==> src/design/afcg_pkg.sv <==
package afcg_pkg;

   localparam int unsigned CREDIT_W = 13;
   localparam int unsigned CREDIT_MAX = 8191;
   localparam int unsigned NUM_W = 48;
   localparam int unsigned CSR_ADDR_W = 3;
   localparam int unsigned CSR_DATA_W = 32;

   localparam logic [CSR_ADDR_W-1:0] CSR_RATE_CODE = 3'd0;
   localparam logic [CSR_ADDR_W-1:0] CSR_LITTLE_ENDIAN = 3'd1;
   localparam logic [CSR_ADDR_W-1:0] CSR_GAIN_LEFT = 3'd2;
   localparam logic [CSR_ADDR_W-1:0] CSR_GAIN_RIGHT = 3'd3;
   localparam logic [CSR_ADDR_W-1:0] CSR_MUTE = 3'd4;
   localparam logic [CSR_ADDR_W-1:0] CSR_CLOCK_HZ = 3'd5;

   localparam logic OP_BYTE = 1'b0;
   localparam logic OP_TICK = 1'b1;

   typedef struct packed {
      logic        operation;
      logic [7:0]  data_byte;
      logic        end_of_call;
      logic [31:0] elapsed_cycles;
      logic        channel_active;
   } req_type;

   typedef struct packed {
      logic               accepted;
      logic               frame_valid;
      logic signed [15:0] left_sample;
      logic signed [15:0] right_sample;
      logic [12:0]        credit_left;
      logic [15:0]        peak_level;
      logic [31:0]        frames_total;
      logic               request_tick;
   } rsp_type;

   typedef struct packed {
      logic [2:0]  rate_code;
      logic        little_endian;
      logic [15:0] gain_left;
      logic [15:0] gain_right;
      logic        mute;
      logic [31:0] clock_hz;
   } cfg_type;

   function automatic logic [15:0] rate_lookup(input logic [2:0] code);
      logic [15:0] r;
      case (code)
         3'd0: r = 16'd44100;
         3'd1: r = 16'd29400;
         3'd2: r = 16'd22050;
         3'd3: r = 16'd17640;
         3'd4: r = 16'd14700;
         3'd5: r = 16'd11025;
         3'd6: r = 16'd8820;
         default: r = 16'd7350;
      endcase
      return r;
   endfunction

endpackage

==> src/design/afcg_fifo.sv <==
module afcg_fifo #(
   parameter int unsigned WIDTH = 8,
   parameter int unsigned DEPTH_LOG2 = 1
) (
   input  logic             clock,
   input  logic             reset,
   input  logic             push,
   input  logic [WIDTH-1:0] push_data,
   output logic             full,
   input  logic             pop,
   output logic [WIDTH-1:0] pop_data,
   output logic             empty
);
   localparam int unsigned DEPTH = 1 << DEPTH_LOG2;

   logic [WIDTH-1:0] mem_ff [DEPTH];
   logic [DEPTH_LOG2:0] wr_ff, wr_in, rd_ff, rd_in;

   assign empty = (wr_ff == rd_ff);
   assign full = (wr_ff[DEPTH_LOG2-1:0] == rd_ff[DEPTH_LOG2-1:0]) &&
                 (wr_ff[DEPTH_LOG2] != rd_ff[DEPTH_LOG2]);
   assign pop_data = mem_ff[rd_ff[DEPTH_LOG2-1:0]];
   assign wr_in = wr_ff + ((push && !full) ? 1'b1 : 1'b0);
   assign rd_in = rd_ff + ((pop && !empty) ? 1'b1 : 1'b0);

   always_ff @(posedge clock) begin
      if (reset) begin
         wr_ff <= '0;
         rd_ff <= '0;
      end else begin
         wr_ff <= wr_in;
         rd_ff <= rd_in;
      end
      if (push && !full) begin
         mem_ff[wr_ff[DEPTH_LOG2-1:0]] <= push_data;
      end
   end
endmodule

==> src/design/afcg_divider.sv <==
module afcg_divider (
   input  logic        clock,
   input  logic        reset,
   input  logic        start,
   input  logic [47:0] dividend,
   input  logic [31:0] divisor,
   output logic        done,
   output logic [47:0] quotient,
   output logic [31:0] remainder
);
   logic [47:0] quot_ff, quot_in;
   logic [32:0] rem_ff, rem_in;
   logic [31:0] div_ff, div_in;
   logic [5:0]  cnt_ff, cnt_in;
   logic        busy_ff, busy_in, done_ff, done_in;
   logic [32:0] shifted;
   logic [33:0] diff;

   assign shifted = {rem_ff[31:0], quot_ff[47]};
   assign diff = {1'b0, shifted} - {2'b00, div_ff};

   always_comb begin
      quot_in = quot_ff;
      rem_in = rem_ff;
      div_in = div_ff;
      cnt_in = cnt_ff;
      busy_in = busy_ff;
      done_in = 1'b0;
      if (start) begin
         quot_in = dividend;
         rem_in = '0;
         div_in = (divisor == '0) ? 32'd1 : divisor;
         cnt_in = 6'd0;
         busy_in = 1'b1;
      end else if (busy_ff) begin
         if (!diff[33]) begin
            rem_in = diff[32:0];
            quot_in = {quot_ff[46:0], 1'b1};
         end else begin
            rem_in = shifted;
            quot_in = {quot_ff[46:0], 1'b0};
         end
         cnt_in = cnt_ff + 6'd1;
         if (cnt_ff == 6'd47) begin
            busy_in = 1'b0;
            done_in = 1'b1;
         end
      end
   end

   always_ff @(posedge clock) begin
      if (reset) begin
         busy_ff <= 1'b0;
         done_ff <= 1'b0;
         cnt_ff <= '0;
      end else begin
         busy_ff <= busy_in;
         done_ff <= done_in;
         cnt_ff <= cnt_in;
      end
      quot_ff <= quot_in;
      rem_ff <= rem_in;
      div_ff <= div_in;
   end

   assign done = done_ff;
   assign quotient = quot_ff;
   assign remainder = rem_ff[31:0];
endmodule

==> src/design/afcg_back.sv <==
module afcg_back #(
   parameter int unsigned CAP_DIVISOR = 10
) (
   input  logic              clock,
   input  logic              reset,
   input  afcg_pkg::cfg_type cfg,
   input  logic              item_valid,
   input  afcg_pkg::req_type item,
   output logic              item_take,
   output logic              rsp_push,
   output afcg_pkg::rsp_type rsp_data,
   input  logic              rsp_full
);
   typedef enum logic [2:0] {
      ST_IDLE, ST_MUL, ST_DIV_START, ST_DIV_WAIT, ST_SCALE, ST_EMIT
   } state_type;

   state_type state_ff, state_in;
   logic [12:0] credit_ff, credit_in;
   logic [31:0] remain_ff, remain_in;
   logic [7:0]  part_ff [3];
   logic [7:0]  part_in [3];
   logic [1:0]  pcount_ff, pcount_in;
   logic [15:0] peak_ff, peak_in;
   logic [31:0] frames_ff, frames_in;
   logic        refused_ff, refused_in;
   afcg_pkg::req_type cur_ff, cur_in;
   afcg_pkg::rsp_type out_ff, out_in;
   logic [47:0] num_ff, num_in;
   logic signed [32:0] pl_ff, pl_in, pr_ff, pr_in;

   logic [15:0] rate;
   logic [15:0] cap;
   logic        div_done;
   logic [47:0] div_q;
   logic [31:0] div_r;
   logic [48:0] sum;
   logic [15:0] raw_l, raw_r;
   logic [15:0] ls, rs, ml, mr, pk;
   afcg_pkg::rsp_type out_view;

   assign rate = afcg_pkg::rate_lookup(cfg.rate_code);

   // credit cap per rate, folded to constants
   always_comb begin
      logic [15:0] c;
      case (cfg.rate_code)
         3'd0: c = 16'(44100 / CAP_DIVISOR);
         3'd1: c = 16'(29400 / CAP_DIVISOR);
         3'd2: c = 16'(22050 / CAP_DIVISOR);
         3'd3: c = 16'(17640 / CAP_DIVISOR);
         3'd4: c = 16'(14700 / CAP_DIVISOR);
         3'd5: c = 16'(11025 / CAP_DIVISOR);
         3'd6: c = 16'(8820 / CAP_DIVISOR);
         default: c = 16'(7350 / CAP_DIVISOR);
      endcase
      cap = (c > 16'(afcg_pkg::CREDIT_MAX)) ? 16'(afcg_pkg::CREDIT_MAX) : c;
   end

   afcg_divider u_div (
      .clock(clock), .reset(reset), .start(state_ff == ST_DIV_START),
      .dividend(num_ff), .divisor(cfg.clock_hz),
      .done(div_done), .quotient(div_q), .remainder(div_r)
   );

   assign sum = {36'd0, credit_ff} + {1'b0, div_q};
   assign item_take = (state_ff == ST_IDLE) && item_valid;
   assign rsp_push = (state_ff == ST_EMIT);
   assign rsp_data = out_view;

   // floor of product over 65536 is an arithmetic shift
   assign ls = pl_ff[31:16];
   assign rs = pr_ff[31:16];
   assign ml = ls[15] ? (16'd0 - ls) : ls;
   assign mr = rs[15] ? (16'd0 - rs) : rs;

   always_comb begin
      logic [15:0] p;
      p = peak_ff;
      if (ml > p) p = ml;
      if (mr > p) p = mr;
      pk = p;
   end

   always_comb begin
      if (cfg.little_endian) begin
         raw_l = {part_ff[1], part_ff[0]};
         raw_r = {cur_ff.data_byte, part_ff[2]};
      end else begin
         raw_l = {part_ff[0], part_ff[1]};
         raw_r = {part_ff[2], cur_ff.data_byte};
      end
   end

   always_comb begin
      state_in = state_ff;
      credit_in = credit_ff;
      remain_in = remain_ff;
      part_in = part_ff;
      pcount_in = pcount_ff;
      peak_in = peak_ff;
      frames_in = frames_ff;
      refused_in = refused_ff;
      cur_in = cur_ff;
      out_in = out_ff;
      num_in = num_ff;
      pl_in = pl_ff;
      pr_in = pr_ff;
      unique case (state_ff)
         ST_IDLE: begin
            if (item_valid) begin
               cur_in = item;
               state_in = (item.operation == afcg_pkg::OP_TICK) ? ST_MUL : ST_SCALE;
               out_in = '0;
               if (item.operation == afcg_pkg::OP_BYTE) begin
                  if (credit_ff != '0) begin
                     out_in.accepted = 1'b1;
                     if (pcount_ff != 2'd3) begin
                        part_in[pcount_ff] = item.data_byte;
                        pcount_in = pcount_ff + 2'd1;
                        state_in = ST_EMIT;
                     end
                  end else begin
                     refused_in = 1'b1;
                     state_in = ST_EMIT;
                  end
                  if (item.end_of_call) begin
                     out_in.request_tick = refused_in;
                     refused_in = 1'b0;
                  end
                  out_in.credit_left = credit_ff;
                  out_in.peak_level = peak_ff;
                  out_in.frames_total = frames_ff;
               end
            end
         end
         ST_MUL: begin
            num_in = 48'(cur_ff.elapsed_cycles) * 48'(rate) + {16'd0, remain_ff};
            state_in = ST_DIV_START;
         end
         ST_DIV_START: state_in = ST_DIV_WAIT;
         ST_DIV_WAIT: begin
            if (div_done) begin
               remain_in = div_r;
               if (!cur_ff.channel_active) credit_in = '0;
               else if (sum > {33'd0, cap}) credit_in = cap[12:0];
               else credit_in = sum[12:0];
               out_in.credit_left = credit_in;
               out_in.peak_level = peak_ff;
               out_in.frames_total = frames_ff;
               state_in = ST_EMIT;
            end
         end
         ST_SCALE: begin
            // multiply now, shift and fold peak in emit stage below
            pl_in = $signed(raw_l) * $signed({1'b0, cfg.gain_left});
            pr_in = $signed(raw_r) * $signed({1'b0, cfg.gain_right});
            if (cfg.mute) begin
               pl_in = '0;
               pr_in = '0;
            end
            pcount_in = 2'd0;
            frames_in = frames_ff + 32'd1;
            credit_in = credit_ff - 13'd1;
            out_in.frame_valid = 1'b1;
            out_in.credit_left = credit_in;
            out_in.frames_total = frames_in;
            state_in = ST_EMIT;
         end
         ST_EMIT: begin
            if (!rsp_full) begin
               state_in = ST_IDLE;
               if (out_ff.frame_valid) peak_in = pk;
            end
         end
         default: state_in = ST_IDLE;
      endcase
   end

   // rendered samples and peak derive from the product registers
   always_comb begin
      out_view = out_ff;
      if (out_ff.frame_valid) begin
         out_view.left_sample = ls;
         out_view.right_sample = rs;
         out_view.peak_level = pk;
      end
   end

   always_ff @(posedge clock) begin
      if (reset) begin
         state_ff <= ST_IDLE;
         credit_ff <= '0;
         remain_ff <= '0;
         pcount_ff <= '0;
         peak_ff <= '0;
         frames_ff <= '0;
         refused_ff <= 1'b0;
      end else begin
         state_ff <= state_in;
         credit_ff <= credit_in;
         remain_ff <= remain_in;
         pcount_ff <= pcount_in;
         peak_ff <= peak_in;
         frames_ff <= frames_in;
         refused_ff <= refused_in;
      end
      part_ff <= part_in;
      cur_ff <= cur_in;
      out_ff <= out_in;
      num_ff <= num_in;
      pl_ff <= pl_in;
      pr_ff <= pr_in;
   end
endmodule

==> src/design/audio_frame_credit_gate.sv <==
// Paced stereo audio output with a frame-credit gate.
// Input channel (req_): push an item while full is low. A byte item offers
// one sample byte; a tick item grants credit from elapsed cycles and rate.
// Result channel (rsp_): exactly one result per item, oldest first, shown
// while empty is low and taken with pop.
// Configuration (csr_): write enable, index and 32-bit data; write only
// while the block is idle.
// An input queue decouples acceptance from the worker; results leave
// through a two-entry output queue, so a stalled receiver only blocks once
// that queue fills; then the worker holds its result and full rises.
// A plain byte passes the input queue, the IDLE and EMIT states and the
// output queue; a frame-completing byte also passes SCALE, and a tick
// passes MUL, DIV_START and DIV_WAIT, where the one-bit-per-cycle 48-bit
// credit divider runs. Items are worked one at a time.
// Reset clears credit, remainder, peak, frame count and the queues, and
// loads clock_hz with 100000000.
module audio_frame_credit_gate #(
   parameter int unsigned CAP_DIVISOR = 10
) (
   input  logic              clock,
   input  logic              reset,
   input  logic              push,
   output logic              full,
   input  afcg_pkg::req_type req_data,
   output logic              empty,
   input  logic              pop,
   output afcg_pkg::rsp_type rsp_data,
   input  logic              csr_write,
   input  logic [afcg_pkg::CSR_ADDR_W-1:0] csr_index,
   input  logic [afcg_pkg::CSR_DATA_W-1:0] csr_data
);
   afcg_pkg::cfg_type cfg_ff;
   afcg_pkg::req_type q_item;
   afcg_pkg::rsp_type b_rsp;
   logic q_empty, take, b_push, o_full;

   always_ff @(posedge clock) begin
      if (reset) begin
         cfg_ff.rate_code <= '0;
         cfg_ff.little_endian <= 1'b0;
         cfg_ff.gain_left <= '0;
         cfg_ff.gain_right <= '0;
         cfg_ff.mute <= 1'b0;
         cfg_ff.clock_hz <= 32'd100000000;
      end else if (csr_write) begin
         unique case (csr_index)
            afcg_pkg::CSR_RATE_CODE: cfg_ff.rate_code <= csr_data[2:0];
            afcg_pkg::CSR_LITTLE_ENDIAN: cfg_ff.little_endian <= csr_data[0];
            afcg_pkg::CSR_GAIN_LEFT: cfg_ff.gain_left <= csr_data[15:0];
            afcg_pkg::CSR_GAIN_RIGHT: cfg_ff.gain_right <= csr_data[15:0];
            afcg_pkg::CSR_MUTE: cfg_ff.mute <= csr_data[0];
            afcg_pkg::CSR_CLOCK_HZ: cfg_ff.clock_hz <= csr_data;
            default: ;
         endcase
      end
   end

   afcg_fifo #(.WIDTH($bits(afcg_pkg::req_type)), .DEPTH_LOG2(1)) u_in (
      .clock(clock), .reset(reset), .push(push), .push_data(req_data),
      .full(full), .pop(take), .pop_data(q_item), .empty(q_empty)
   );

   afcg_back #(.CAP_DIVISOR(CAP_DIVISOR)) u_back (
      .clock(clock), .reset(reset), .cfg(cfg_ff), .item_valid(!q_empty),
      .item(q_item), .item_take(take), .rsp_push(b_push), .rsp_data(b_rsp),
      .rsp_full(o_full)
   );

   afcg_fifo #(.WIDTH($bits(afcg_pkg::rsp_type)), .DEPTH_LOG2(1)) u_out (
      .clock(clock), .reset(reset), .push(b_push), .push_data(b_rsp),
      .full(o_full), .pop(pop), .pop_data(rsp_data), .empty(empty)
   );
endmodule
==> config.mk <==
export PLATFORM = sky130hd
export DESIGN_NAME = audio_frame_credit_gate
export DESIGN_NICKNAME = d
export VERILOG_FILES = /design/src/design/afcg_pkg.sv /design/src/design/afcg_fifo.sv /design/src/design/afcg_divider.sv /design/src/design/afcg_back.sv /design/src/design/audio_frame_credit_gate.sv
export SDC_FILE = /design/constraint.sdc
export NUM_CORES = 2
export LEC_CHECK = 0
export ABC_AREA = 1
export BUFFER_PORTS_ARGS = -buffer_cell sky130_fd_sc_hd__buf_2
export CORE_ASPECT_RATIO = 1.1
export CORE_MARGIN = 2
export CORE_UTILIZATION = 45
export DETAILED_ROUTE_END_ITERATION = 10
export HOLD_SLACK_MARGIN = 0.12
export SYNTH_ARGS = -nofsm -noshare
export SYNTH_HDL_FRONTEND = slang
export SYNTH_HIERARCHICAL = 1
export SYNTH_SLANG_ARGS = --single-unit
==> constraint.sdc <==
create_clock -name clock -period 7.2 [get_ports clock]
set_clock_uncertainty 0.05 [all_clocks]
set_input_delay 0 -clock clock [delete_from_list [all_inputs] [get_ports clock]]
set_output_delay 0 -clock clock [all_outputs]
set_load 0.005 [all_outputs]
==> metrics.csv <==
stage,metric,value,unit
status,status,"complete, no violations",
worst_setup_path,reg2reg_setup_slack,240,ps
placement,post-place-cells,11000,
timing,max_freq,144,MHz
yosys,syn_area_per_cell,8.25,sq um
yosys,synth_top_area_frac,0.235,
worst_setup_path,cp.required,7620,ps
global_routing,grt_pass1_wl,333,mm
detailed_routing,vias,57800,
detailed_routing,drt_iter0_drc,4495,
yosys,syn_inst,8769,
clock_tree,clock_path_buffers,3,
global_routing,grt_usage,0.263,
yosys,synth_ff_type,edfxtp_1,
detailed_routing,drt_wl_total,215,mm
clock_tree,clkTransAtPathRegs,70,ps
timing,hold_slack,200,ps
yosys,synth_fp_nets,10100,
floorplan,start_util,0.452,
global_routing,overflow,0,
timing,rsz0062_at_grt,true,
floorplan,die_h,424,microns
clock_tree,cts_root_buf,clkbuf_16,
floorplan,rows,154,
worst_setup_path,path_max_fanout,4,
timing,fin_crit_sh,0.967,
yosys,synth_seq_cells,783,
clock_tree,htree_levels,3,
worst_hold_path,hold_path.class,in -> reg,
yosys,synth_cell_types,57,
detailed_routing,vias_per_cell,5.10,
finish,final_cells,11300,
floorplan,core,160000,sq um
floorplan,die_w,386,microns
clock_tree,cts_inserted_buffers,85,
detailed_routing,drt_drc_violations_left,0,
flow_run,cap_violations,0,
timing,layout_setup_ws,241,ps
timing,setup_viol,0,
detailed_routing,drt.antenna.violating_nets,0,
worst_setup_path,slowest_stage,fa_2,
floorplan,fp.dieArea,164000,sq um
worst_setup_path,crit_arrival,7380,ps
detailed_routing,wire_per_inst,19.0,microns
yosys,synth-edff-count,567,
yosys,yosysSeqAreaShare,0.295,
yosys,ys_async_sr_fraction,0,
global_routing,antenna_found_initial,7,
yosys,ys_warn_count,6,
finish,area_growth_syn_to_layout,13.0,%
clock_tree,clock_sinks,783,
global_routing,grt_max_degree,67,
worst_setup_path,critPathMaxStageDelay,600,ps
finish,finalNetCount,10500,
yosys,yosys-top-cells-count,"nand2_1 (2,284), inv_1 (1,760), nor2_1 (843)",
placement,dp_hpwl,170,mm
worst_setup_path,reg2reg_depth,30,
detailed_routing,dr.pass1.iters,7,
timing,hold_viol_final,0,
worst_setup_path,cp_common_cell,fa_1,
worst_hold_path,whs_path_depth,6,
timing,worst_pin_slew,1140,ps
yosys,synth.most_common_cell,nand2_1,
placement,post-place-ws,-282,ps
yosys,synth_top_area_cell,edfxtp_1,
yosys,synthTopCellsByArea,"edfxtp_1 (24%), fa_1 (23%), nand2_1 (12%), inv_1 (9.1%), ha_1 (7.9%)",
placement,gp_congestion,0.971,
finish,final_util,0.511,
clock_tree,clock_latency,730,ps
worst_setup_path,end_kind,flop,
finish,drive_gt1_frac,0.0896,
worst_setup_path,crit_type,reg -> reg,
floorplan,io_pins,181,
yosys,syn-cell-area,72300,sq um
timing,relSlewSlack,0.237,
global_routing,grt_pass1_vias,58900,
worst_setup_path,startpoint_type,flop,
timing,drv_slew,0,
finish,fillers,15300,
clock_tree,cts_tree,done,
timing,period_needed,6960,ps
placement,portBuffers,180,
repair_timing:
| item | in CTS | in global routing |
|---|---|---|
| hold endpoints to repair | 180 | 0 |
| cloned | 0 | 6 |
| buffers inserted | 0 | 7 |
| pin swaps | 1 | 30 |
| resized for setup | 8 | 112 |
| hold buffers | 186 | 0 |
| endpoints found under the setup margin | 17 | 35 |
layout make-up:
type / instances / area [sq um] / share of cell area
antenna: 1 / 2.50 / 0.0000306
clock buffer: 99 / 2260 / 0.0277
clock inverter: 58 / 631 / 0.00771
inverter: 1790 / 6740 / 0.0825
multi-input combinational: 5835 / 42900 / 0.525
sequential: 783 / 21400 / 0.261
tap: 2106 / 2640 / 0.0322
timing repair buffer: 657 / 5170 / 0.0633
state kept, by name, summed over array words and instances, names as in the netlist, 3 cells and up:
name,cells
u_back/u_div/div_ff,32
u_back/peak_ff,16
u_back/num_ff,48
u_back/u_div/quotient,48
u_back/u_div/rem_ff,32
u_back/state_ff,3
u_back/credit_ff,13
u_in/mem_ff,86
u_back/rsp_data,48
u_back/part_ff,24
u_back/frames_ff,32
u_out/mem_ff,192
u_back/pl_ff,16
u_back/out_ff,16
u_back/remain_ff,32
u_back/cur_ff,41
u_back/pr_ff,16
cfg_ff,69
u_back/u_div/cnt_ff,6
worst max-delay path: cells and delay by family, from the launching register on:
family	cells	cell delay, ps
fa+ha+maj	8	3560
compound gates	5	1020
buf+inv	9	800
simple gates	7	780
flops	1	360
xor+xnor	1	150
final timing paths:
path | from | to
setup / recovery | cfg_ff[66] | u_back/num_ff[44]
hold / removal | csr_data[7] | cfg_ff[40]
hold reg to reg | u_back/rsp_data[51] | u_out/mem_ff[0][51]
setup reg to reg | cfg_ff[66] | u_back/num_ff[44]
metal layers:
| metal | global-route usage | vias to the layer above | wire length [microns] |
|---|---|---|---|
| met4 | 0.0915 | 2 | 7740 |
| met5 | 0 | - | 15 |
| li1 | - | 27600 | - |
| met2 | 0.437 | 1904 | 101000 |
| met1 | 0.348 | 27900 | 90800 |
| met3 | 0.0433 | 397 | 15400 |
layout by cell type (no fill, tap or decap), types with 202 or more instances in the layout:
cell         n
edfxtp_1   567
ha_1       439
buf_4      268
nor2_1     825
dfxtp_1    211
fa_1       832
nand3_1    326
inv_1     1744
nand2_1   2277
o21ai_0    202
a21oi_1    313
through the flow:
step / TNS (ps) / instance area (sq um)
6_report: 0 / 81800
5_1_grt: -227 / 81800
4_1_cts: 0 / 81200
3_5_place_dp: -1860 / 76400
3_3_place_gp: -223 / 76400
2_1_floorplan: 0 / 72300
cells by family (layout without fill, tap and decap cells):
logic type               after synthesis  after routing  synth area share
AND/OR/NAND/NOR                     3738           3738             0.211
buffers and inverters               2151           2604             0.117
adder cells (fa/ha/maj)             1297           1297             0.311
flip-flops                           783            783             0.295
AO/OA/AOI/OAI                        676            676            0.0505
XOR/XNOR                             124            124            0.0150
other                                  0              1                 0
Power is not shown: default switching activity piles up to over one toggle a cycle in this logic, so the estimate is an artifact.
